==> src/hw/rtl/hcps_pkg.sv <==
// shared types, constants and mod-26 helpers for the hill cipher pair stream
`default_nettype none

package hcps_pkg;

   // letter arithmetic
   localparam logic [4:0]  MOD_VAL     = 5'd26;
   localparam logic [10:0] MOD_SQ      = 11'd676;
   localparam logic [4:0]  PAD_LETTER  = 5'd23;
   localparam logic [7:0]  ASCII_UP_A  = 8'h41;
   localparam logic [7:0]  ASCII_UP_Z  = 8'h5a;
   localparam logic [7:0]  ASCII_LO_A  = 8'h61;
   localparam logic [7:0]  ASCII_LO_Z  = 8'h7a;

   // key reset values and fallback matrix
   localparam logic [4:0] KEY_A_RST = 5'd3;
   localparam logic [4:0] KEY_B_RST = 5'd3;
   localparam logic [4:0] KEY_C_RST = 5'd2;
   localparam logic [4:0] KEY_D_RST = 5'd5;
   localparam logic [4:0] FALLBACK_INV = 5'd3;

   // cycles from a key write until the derived matrix is valid
   localparam logic [1:0] SETTLE_CYCLES = 2'd3;

   typedef enum logic [2:0] {
      REG_KEY_A   = 3'd0,
      REG_KEY_B   = 3'd1,
      REG_KEY_C   = 3'd2,
      REG_KEY_D   = 3'd3,
      REG_DECRYPT = 3'd4
   } reg_idx_type;

   // active 2x2 matrix, entries 0..25
   typedef struct packed {
      logic [4:0] m0;
      logic [4:0] m1;
      logic [4:0] m2;
      logic [4:0] m3;
   } mat_type;

   // configuration block status towards the datapath
   typedef struct packed {
      mat_type mat;
      logic    busy;
   } cfg_type;

   // one result held in the output queue
   typedef struct packed {
      logic [7:0] data;
      logic       last;
   } res_type;

   // residue mod 26 of an 11-bit value, folding 32 = 6 (mod 26) twice
   function automatic logic [4:0] mod26(input logic [10:0] v);
      logic [8:0] s1;
      logic [6:0] s2;
      logic [6:0] r;
      s1 = {1'b0, v[10:5], 2'b00} + {2'b00, v[10:5], 1'b0} + {4'b0000, v[4:0]};
      s2 = 7'({3'b000, s1[8:5], 2'b00} + {4'b0000, s1[8:5], 1'b0}
              + {4'b0000, s1[4:0]});
      if (s2 >= 7'd78) begin
         r = s2 - 7'd78;
      end else if (s2 >= 7'd52) begin
         r = s2 - 7'd52;
      end else if (s2 >= 7'd26) begin
         r = s2 - 7'd26;
      end else begin
         r = s2;
      end
      return r[4:0];
   endfunction

   // reduce a 5-bit key entry to 0..25
   function automatic logic [4:0] reduce_key(input logic [4:0] k);
      return (k >= MOD_VAL) ? k - MOD_VAL : k;
   endfunction

   // additive inverse mod 26 of a value 0..25
   function automatic logic [4:0] neg26(input logic [4:0] k);
      return (k == 5'd0) ? 5'd0 : MOD_VAL - k;
   endfunction

   // multiplicative inverse mod 26, zero where none exists
   function automatic logic [4:0] det_inverse(input logic [4:0] det);
      logic [4:0] inv;
      unique case (det)
         5'd1:    inv = 5'd1;
         5'd3:    inv = 5'd9;
         5'd5:    inv = 5'd21;
         5'd7:    inv = 5'd15;
         5'd9:    inv = 5'd3;
         5'd11:   inv = 5'd19;
         5'd15:   inv = 5'd7;
         5'd17:   inv = 5'd23;
         5'd19:   inv = 5'd11;
         5'd21:   inv = 5'd5;
         5'd23:   inv = 5'd17;
         5'd25:   inv = 5'd25;
         default: inv = 5'd0;
      endcase
      return inv;
   endfunction

endpackage : hcps_pkg

`default_nettype wire

==> src/hw/rtl/hcps_csr.sv <==
// register block and derived encrypt/decrypt matrix pipeline
`default_nettype none

module hcps_csr
   import hcps_pkg::*;
(
   input  wire logic        clock,
   input  wire logic        reset,
   input  wire logic        csr_psel,
   input  wire logic        csr_penable,
   input  wire logic        csr_pwrite,
   input  wire logic [4:0]  csr_paddr,
   input  wire logic [31:0] csr_pwdata,
   output logic      [31:0] csr_prdata,
   output logic             csr_pready,
   output cfg_type          cfg
);

   logic [4:0] key_a_ff, key_b_ff, key_c_ff, key_d_ff;
   logic       decrypt_ff;
   logic       wr_en;
   reg_idx_type wr_idx;

   // stage one: reduced keys and determinant products
   logic [4:0] ra_ff, rb_ff, rc_ff, rd_ff;
   logic [9:0] prod_ad_ff, prod_bc_ff;
   logic [4:0] ra_in, rb_in, rc_in, rd_in;

   // stage two: adjugate entries and determinant inverse
   logic [4:0] adj0_ff, adj1_ff, adj2_ff, adj3_ff, inv_ff;
   logic [4:0] ka2_ff, kb2_ff, kc2_ff, kd2_ff;
   logic [4:0] det_in, inv_raw;
   logic [4:0] fa, fb, fc, fd;

   // stage three: active matrix
   mat_type    mat_ff, mat_in;
   logic [1:0] settle_ff, settle_in;

   assign csr_pready = 1'b1;
   assign wr_en      = csr_psel && csr_penable && csr_pwrite;
   assign wr_idx     = reg_idx_type'(csr_paddr[4:2]);

   // register writes
   always_ff @(posedge clock) begin
      if (reset) begin
         key_a_ff   <= KEY_A_RST;
         key_b_ff   <= KEY_B_RST;
         key_c_ff   <= KEY_C_RST;
         key_d_ff   <= KEY_D_RST;
         decrypt_ff <= 1'b0;
      end else if (wr_en) begin
         unique case (wr_idx)
            REG_KEY_A:   key_a_ff   <= csr_pwdata[4:0];
            REG_KEY_B:   key_b_ff   <= csr_pwdata[4:0];
            REG_KEY_C:   key_c_ff   <= csr_pwdata[4:0];
            REG_KEY_D:   key_d_ff   <= csr_pwdata[4:0];
            REG_DECRYPT: decrypt_ff <= csr_pwdata[0];
            default: ;
         endcase
      end
   end

   // register reads
   always_comb begin
      csr_prdata = 32'd0;
      unique case (wr_idx)
         REG_KEY_A:   csr_prdata = {27'd0, key_a_ff};
         REG_KEY_B:   csr_prdata = {27'd0, key_b_ff};
         REG_KEY_C:   csr_prdata = {27'd0, key_c_ff};
         REG_KEY_D:   csr_prdata = {27'd0, key_d_ff};
         REG_DECRYPT: csr_prdata = {31'd0, decrypt_ff};
         default:     csr_prdata = 32'd0;
      endcase
   end

   // stage one
   assign ra_in = reduce_key(key_a_ff);
   assign rb_in = reduce_key(key_b_ff);
   assign rc_in = reduce_key(key_c_ff);
   assign rd_in = reduce_key(key_d_ff);

   always_ff @(posedge clock) begin
      ra_ff      <= ra_in;
      rb_ff      <= rb_in;
      rc_ff      <= rc_in;
      rd_ff      <= rd_in;
      prod_ad_ff <= {5'd0, ra_in} * {5'd0, rd_in};
      prod_bc_ff <= {5'd0, rb_in} * {5'd0, rc_in};
   end

   // stage two: determinant, inverse, fallback to the default matrix
   assign det_in  = mod26({1'b0, prod_ad_ff} + MOD_SQ - {1'b0, prod_bc_ff});
   assign inv_raw = det_inverse(det_in);

   always_comb begin
      if (inv_raw == 5'd0) begin
         fa = KEY_A_RST;
         fb = KEY_B_RST;
         fc = KEY_C_RST;
         fd = KEY_D_RST;
      end else begin
         fa = ra_ff;
         fb = rb_ff;
         fc = rc_ff;
         fd = rd_ff;
      end
   end

   always_ff @(posedge clock) begin
      adj0_ff <= fd;
      adj1_ff <= neg26(fb);
      adj2_ff <= neg26(fc);
      adj3_ff <= fa;
      inv_ff  <= (inv_raw == 5'd0) ? FALLBACK_INV : inv_raw;
      ka2_ff  <= ra_ff;
      kb2_ff  <= rb_ff;
      kc2_ff  <= rc_ff;
      kd2_ff  <= rd_ff;
   end

   // stage three: scale the adjugate or take the key as it is
   always_comb begin
      if (decrypt_ff) begin
         mat_in.m0 = mod26({1'b0, {5'd0, adj0_ff} * {5'd0, inv_ff}});
         mat_in.m1 = mod26({1'b0, {5'd0, adj1_ff} * {5'd0, inv_ff}});
         mat_in.m2 = mod26({1'b0, {5'd0, adj2_ff} * {5'd0, inv_ff}});
         mat_in.m3 = mod26({1'b0, {5'd0, adj3_ff} * {5'd0, inv_ff}});
      end else begin
         mat_in.m0 = ka2_ff;
         mat_in.m1 = kb2_ff;
         mat_in.m2 = kc2_ff;
         mat_in.m3 = kd2_ff;
      end
   end

   always_ff @(posedge clock) begin
      mat_ff <= mat_in;
   end

   // hold off new items until the matrix pipeline has caught up
   assign settle_in = (settle_ff != 2'd0) ? settle_ff - 2'd1 : 2'd0;

   always_ff @(posedge clock) begin
      if (reset) begin
         settle_ff <= SETTLE_CYCLES;
      end else if (wr_en) begin
         settle_ff <= SETTLE_CYCLES;
      end else begin
         settle_ff <= settle_in;
      end
   end

   assign cfg.mat  = mat_ff;
   assign cfg.busy = (settle_ff != 2'd0);

endmodule : hcps_csr

`default_nettype wire

==> src/hw/rtl/hcps_pair.sv <==
// 2x2 matrix product mod 26 on one letter pair, result as upper-case ascii
`default_nettype none

module hcps_pair
   import hcps_pkg::*;
(
   input  mat_type          mat,
   input  wire logic [4:0]  x,
   input  wire logic [4:0]  y,
   output logic      [7:0]  rx_char,
   output logic      [7:0]  ry_char
);

   logic [9:0]  p0, p1, p2, p3;
   logic [10:0] sum_x, sum_y;
   logic [4:0]  rx, ry;

   // four narrow products in parallel
   assign p0 = {5'd0, mat.m0} * {5'd0, x};
   assign p1 = {5'd0, mat.m1} * {5'd0, y};
   assign p2 = {5'd0, mat.m2} * {5'd0, x};
   assign p3 = {5'd0, mat.m3} * {5'd0, y};

   // row sums and reduction
   assign sum_x = {1'b0, p0} + {1'b0, p1};
   assign sum_y = {1'b0, p2} + {1'b0, p3};
   assign rx    = mod26(sum_x);
   assign ry    = mod26(sum_y);

   assign rx_char = ASCII_UP_A + {3'd0, rx};
   assign ry_char = ASCII_UP_A + {3'd0, ry};

endmodule : hcps_pair

`default_nettype wire

==> src/hw/rtl/hcps_outq.sv <==
// three-entry result queue that drains one transfer per cycle while rsp_tready is high
`default_nettype none

module hcps_outq
   import hcps_pkg::*;
(
   input  wire logic        clock,
   input  wire logic        reset,
   input  wire logic        load,
   input  wire logic [1:0]  load_cnt,
   input  res_type          load_r0,
   input  res_type          load_r1,
   input  res_type          load_r2,
   output logic             can_load,
   output logic             rsp_tvalid,
   input  wire logic        rsp_tready,
   output logic      [7:0]  rsp_tdata,
   output logic             rsp_tlast
);

   res_type    ent0_ff, ent1_ff, ent2_ff;
   logic [1:0] cnt_ff;
   logic       pop;

   assign pop      = (cnt_ff != 2'd0) && rsp_tready;
   assign can_load = (cnt_ff == 2'd0) || ((cnt_ff == 2'd1) && rsp_tready);

   // occupancy
   always_ff @(posedge clock) begin
      if (reset) begin
         cnt_ff <= 2'd0;
      end else if (load) begin
         cnt_ff <= load_cnt;
      end else if (pop) begin
         cnt_ff <= cnt_ff - 2'd1;
      end
   end

   // entries: load a fresh run or shift towards the head
   always_ff @(posedge clock) begin
      if (load) begin
         ent0_ff <= load_r0;
         ent1_ff <= load_r1;
         ent2_ff <= load_r2;
      end else if (pop) begin
         ent0_ff <= ent1_ff;
         ent1_ff <= ent2_ff;
      end
   end

   assign rsp_tvalid = (cnt_ff != 2'd0);
   assign rsp_tdata  = ent0_ff.data;
   assign rsp_tlast  = ent0_ff.last;

endmodule : hcps_outq

`default_nettype wire

==> src/hw/rtl/hill_cipher_pair_stream.sv <==
// top level: 2x2 hill cipher mod 26 over a byte stream
//
//  channel   dir   handshake                 payload
//  req_*     in    tvalid / tready           tdata[7:0] in_byte
//  rsp_*     out   tvalid / tready           tdata[7:0] out_byte, tlast last_of_run
//  csr_*     in    psel / penable / pready   5 registers at 4*i, 32-bit data
//
// one byte is taken per cycle while each byte gives at most one result and the
// receiver is ready; a letter pair gives two transfers and a padded pair plus a
// passed byte three, drained by the one-transfer-per-cycle result queue. an input
// register sits in front of the queue so a byte is taken while a result waits.
// after reset and after any register write, req_tready stays low while the
// matrix pipeline settles. a letter still held at stream end is never sent.
`default_nettype none

module hill_cipher_pair_stream
   import hcps_pkg::*;
(
   input  wire logic        clock,
   input  wire logic        reset,
   // input byte stream
   input  wire logic        req_tvalid,
   output logic             req_tready,
   input  wire logic [7:0]  req_tdata,   // [7:0] in_byte
   // result stream
   output logic             rsp_tvalid,
   input  wire logic        rsp_tready,
   output logic      [7:0]  rsp_tdata,   // [7:0] out_byte
   output logic             rsp_tlast,   // last_of_run
   // register port
   input  wire logic        csr_psel,
   input  wire logic        csr_penable,
   input  wire logic        csr_pwrite,
   input  wire logic [4:0]  csr_paddr,
   input  wire logic [31:0] csr_pwdata,
   output logic      [31:0] csr_prdata,
   output logic             csr_pready
);

   cfg_type    cfg;
   logic       in_vld_ff;
   logic [7:0] in_byte_ff;
   logic       pend_ff, pend_in;
   logic [4:0] held_ff, held_in;
   logic       can_load, step, req_xfer;
   logic       is_up, is_lo, is_letter;
   logic [4:0] letter;
   logic [4:0] pair_y;
   logic [7:0] rx_char, ry_char;
   logic       q_load;
   logic [1:0] q_cnt;
   res_type    q_r0, q_r1, q_r2;

   hcps_csr u_csr (
      .clock       (clock),
      .reset       (reset),
      .csr_psel    (csr_psel),
      .csr_penable (csr_penable),
      .csr_pwrite  (csr_pwrite),
      .csr_paddr   (csr_paddr),
      .csr_pwdata  (csr_pwdata),
      .csr_prdata  (csr_prdata),
      .csr_pready  (csr_pready),
      .cfg         (cfg)
   );

   // input register
   assign step       = in_vld_ff && can_load;
   assign req_tready = !cfg.busy && (!in_vld_ff || can_load);
   assign req_xfer   = req_tvalid && req_tready;

   always_ff @(posedge clock) begin
      if (reset) begin
         in_vld_ff <= 1'b0;
      end else if (req_xfer) begin
         in_vld_ff <= 1'b1;
      end else if (step) begin
         in_vld_ff <= 1'b0;
      end
   end

   always_ff @(posedge clock) begin
      if (req_xfer) begin
         in_byte_ff <= req_tdata;
      end
   end

   // letter classification
   assign is_up     = (in_byte_ff >= ASCII_UP_A) && (in_byte_ff <= ASCII_UP_Z);
   assign is_lo     = (in_byte_ff >= ASCII_LO_A) && (in_byte_ff <= ASCII_LO_Z);
   assign is_letter = is_up || is_lo;
   assign letter    = is_up ? 5'(in_byte_ff - ASCII_UP_A) : 5'(in_byte_ff - ASCII_LO_A);

   // partner is the new letter, or the pad letter ahead of a non-letter
   assign pair_y = is_letter ? letter : PAD_LETTER;

   hcps_pair u_pair (
      .mat     (cfg.mat),
      .x       (held_ff),
      .y       (pair_y),
      .rx_char (rx_char),
      .ry_char (ry_char)
   );

   // results and held-letter update for the item in the input register
   always_comb begin
      pend_in = pend_ff;
      held_in = held_ff;
      q_cnt   = 2'd0;
      q_r0    = '{data: rx_char, last: 1'b0};
      q_r1    = '{data: ry_char, last: 1'b0};
      q_r2    = '{data: in_byte_ff, last: 1'b1};
      priority if (is_letter && !pend_ff) begin
         pend_in = 1'b1;
         held_in = letter;
      end else if (is_letter) begin
         pend_in = 1'b0;
         held_in = 5'd0;
         q_cnt   = 2'd2;
         q_r1    = '{data: ry_char, last: 1'b1};
      end else if (pend_ff) begin
         pend_in = 1'b0;
         held_in = 5'd0;
         q_cnt   = 2'd3;
      end else begin
         q_cnt   = 2'd1;
         q_r0    = '{data: in_byte_ff, last: 1'b1};
      end
   end

   always_ff @(posedge clock) begin
      if (reset) begin
         pend_ff <= 1'b0;
         held_ff <= 5'd0;
      end else if (step) begin
         pend_ff <= pend_in;
         held_ff <= held_in;
      end
   end

   assign q_load = step;

   hcps_outq u_outq (
      .clock      (clock),
      .reset      (reset),
      .load       (q_load),
      .load_cnt   (q_cnt),
      .load_r0    (q_r0),
      .load_r1    (q_r1),
      .load_r2    (q_r2),
      .can_load   (can_load),
      .rsp_tvalid (rsp_tvalid),
      .rsp_tready (rsp_tready),
      .rsp_tdata  (rsp_tdata),
      .rsp_tlast  (rsp_tlast)
   );

endmodule : hill_cipher_pair_stream

`default_nettype wire

==> config.mk <==
export PLATFORM = sky130hd
export DESIGN_NAME = hill_cipher_pair_stream
export DESIGN_NICKNAME = d
export VERILOG_FILES = /design/src/hw/rtl/hcps_pkg.sv /design/src/hw/rtl/hcps_csr.sv /design/src/hw/rtl/hcps_pair.sv /design/src/hw/rtl/hcps_outq.sv /design/src/hw/rtl/hill_cipher_pair_stream.sv
export SDC_FILE = /design/constraint.sdc
export NUM_CORES = 1
export LEC_CHECK = 0
export BUFFER_PORTS_ARGS = -buffer_cell sky130_fd_sc_hd__buf_4
export CORE_ASPECT_RATIO = 1.1
export CORE_MARGIN = 3
export CORE_UTILIZATION = 65
export DETAILED_ROUTE_END_ITERATION = 6
export GPL_ROUTABILITY_DRIVEN = 0
export MAX_ROUTING_LAYER = met4
export PLACE_DENSITY = 0.85
export SYNTH_ARGS = -nofsm -noshare
export SYNTH_HDL_FRONTEND = slang
export SYNTH_HIERARCHICAL = 1
export SYNTH_SLANG_ARGS = --single-unit
export TNS_END_PERCENT = 100
==> constraint.sdc <==
create_clock -name clock -period 21.2 [get_ports clock]
set_clock_uncertainty 0.15 [all_clocks]
set_input_delay 4.24 -clock clock [delete_from_list [all_inputs] [get_ports clock]]
set_output_delay 4.24 -clock clock [all_outputs]
set_load 0.005 [all_outputs]
==> results.yml <==
synth:
  synth_top_family_by_area: "adder cells"
  synthMuxAreaShare_pct: 3.43
  synth_xor_area_share_pct: 5.44
  synth_edf_count: 35
  synth-adder-area-share_pct: 36.4
  synth_compound_area_share_pct: 13.6
  yosysTopAreaCell: "ha_1"
  syn-cell-area_mm2: 0.0212
  syn-instance-count: 2358
  syn_avg_cell_area_um2: 8.99
  synth_top_area_share_pct: 20.8
  synth_seq_cells: 172
  synth_most_common_cell: "inv_1"
  seq_area_frac_synth_pct: 17.9
  yosys_warnings: 6
  synth_top_cells_by_count: "inv_1, ha_1, fa_1, and2_1, nand2_1"
  synth.distinct_cells: 104
  ys_top_cells_by_area: "ha_1, fa_1, dfxtp_1"
  yosys_most_used_dff: "dfxtp_1"
  async_flop_share_pct: 0
  synth-simple-area-share_pct: 13.6
global_routing:
  antenna_found_initial: 0
  grt_pass1_wl_um: 76700
  grt_max_degree: 33
  grt_usage_pct: 27.1
  grt_pass1_vias: 17109
  grt_remaining_overflow: 0
drt:
  wl_met1_um: 18000
  drc: 0
  wl_met3_um: 1390
  vias: 16244
  viasPerCell: 5.78
  topRoutingLayerUsed: "met4"
  ant_nets: 0
  wl_met2_um: 24300
  drt_iter0_drc: 806
  drt_wl_total_um: 45100
  first_pass_iters: 6
  avgRoutedWirePerCell_um: 16.1
clock_network:
  clock-sinks: 172
  cts_resized: 0
  htree_levels: 4
  path_clk_slew_ns: 0.08
  cts_tree: "built"
  postCtsSetupBuffers: 0
  cts_made_buffers: 17
  cts_buffer_depth: 2
  root_buffer: "clkbuf_16"
  clock_latency_ns: 0.44
  holdBufCountCts: 0
layout:
  regArea_mm2: 0.00379
  fillers: 2234
  antennaDiodeCount: 0
  stdcell_area_mm2: 0.0224
  drive_above_1_share_pct: 6.49
  multi_input_area_mm2: 0.0155
  area_delta_synth_final_pct: 5.49
  fin_nets: 2947
  final_cells: 2810
timing:
  post-route-min-period_ns: 12.23
  worst_pin_slew_ns: 1.18
  maxClockFrequency_ghz: 0.0817
  min_period_over_period_pct: 57.7
  rsz0062_at_grt: "no"
  slew_violations: 0
  final_hold_viol_count: 0
  setup_slack_ns: 8.97
  fin_setup_tns_ns: 0
  relSlewSlack_pct: 21.3
  setup_viol: 0
setup_path:
  cp.arrival_ns: 12.28
  path_class: "register to register"
  reg2reg_to: "u_outq/rsp_tdata[4]"
  crit_path_max_fanout: 11
  startpoint_type: "register"
  rrSetupSlack_ns: 8.97
  cpPeakStageDelay_ns: 0.57
  slowest_stage: "fa_1"
  endpoint_kind: "register"
  cp.required_ns: 21.25
  reg2reg_from: "in_byte_ff[0]"
  critPathMostFrequentCell: "fa_1"
  ff2ff_path_depth: 42
floorplan:
  num_rows: 68
  dieHeight_um: 195
  initial_core_util_pct: 66.8
  io_pins: 96
  die-area_mm2: 0.0348
  fp.dieW_um: 178
  design.core.area_mm2: 0.0317
placement:
  place_ws_ns: 9.21
  dpl.hpwl_um: 35400
  dp.cells: 2778
  dpl-instance-area_mm2: 0.0217
  io_buffers: 38
run_status:
  status: "finished, final reports clean"
worst_hold_path:
  hold_start: "u_csr/rd_ff[0]"
  min_to: "u_csr/kd2_ff[0]"
  hold_path_depth: 0
  hold_path_class: "register to register"
flow_run:
  drv_cap: 0
==> layer usage <==
layer	up-vias	GRT usage, %
li1	7733	-
met1	7960	30.1
met2	426	50.0
met3	125	2.68
met4	0	10.0
met5	-	-
==> worst max-delay path by stage <==
stage	start	cells after the start	to	slack [ns]
floorplan	in_byte_ff[0]	44	u_outq/rsp_tdata[4]	10.30
global placement	in_byte_ff[0]	41	u_outq/rsp_tdata[4]	9.56
detailed placement	in_byte_ff[0]	41	u_outq/rsp_tdata[4]	9.21
CTS	in_byte_ff[0]	42	u_outq/rsp_tdata[4]	9.05
global route	in_byte_ff[0]	42	u_outq/rsp_tdata[4]	8.20
finish	in_byte_ff[0]	42	u_outq/rsp_tdata[4]	8.97
==> metrics by stage <==
step                      util, %  hold slack [ns]
final                        70.5            0.219
after global routing         70.5            0.220
after CTS                    70.5            0.210
after detailed placement     68.5            0.198
after global placement       68.5            0.192
after floorplan                 -            0.173
==> critical path: cells and delay by family, from the launching register on <==
kind,cells,cell delay (ns)
fa+ha+maj,14,5.82
buf+inv,7,0.58
compound gates,7,1.63
xor+xnor,4,0.80
simple gates,8,1.92
flops,1,0.50
mux,2,0.58
==> state kept, by name, summed over array words and instances, names as in the netlist, 8 cells and up <==
| name | flops |
|---|---|
| u_csr/prod_ad_ff | 10 |
| u_csr/cfg | 20 |
| u_outq/ent1_ff | 9 |
| u_outq/ent2_ff | 9 |
| u_csr/prod_bc_ff | 10 |
| u_outq/rsp_tdata | 8 |
| in_byte_ff | 8 |
==> layout make-up <==
class	count	share of cell area (%)
clock buffers	17	1.90
clock inverters	15	0.957
inverters	434	7.28
multi-input cells	1713	69.2
flip-flops and latches	172	17.0
well taps	420	2.35
repair buffers	39	1.31
==> cell families after synthesis <==
| family | after synthesis |
|---|---|
| simple gates | 549 |
| fa+ha+maj | 518 |
| buf+inv | 502 |
| compound gates | 419 |
| flops | 172 |
| xor+xnor | 130 |
| mux | 63 |
| other cells | 5 |
==> layout by cell type (no fill, tap or decap), drive strengths merged, types with 6 or more instances in the layout <==
master and count:
inv 439, ha 353, fa 165, and2 164, nand2 160, dfxtp 137
a21oi 123, nor2 92, xnor2 76, o21ai 68, xor2 54, a21o 51
o21bai 40, buf 39, edfxtp 35, conb 34, mux2 34, nand3 28
mux2i 25, o31ai 19, nand2b 17, clkbuf 17, nor2b 16, a31oi 16
o211ai 15, nor3 14, a211oi 12, nor4 11, clkinv 10, a211o 9
or3 8, a21boi 8, nor3b 8, o21a 6, and3 6, or4 6
Power is left out: the tool's default activity adds up to more than one toggle a clock period on the data nets, which glitch-free logic cannot reach.
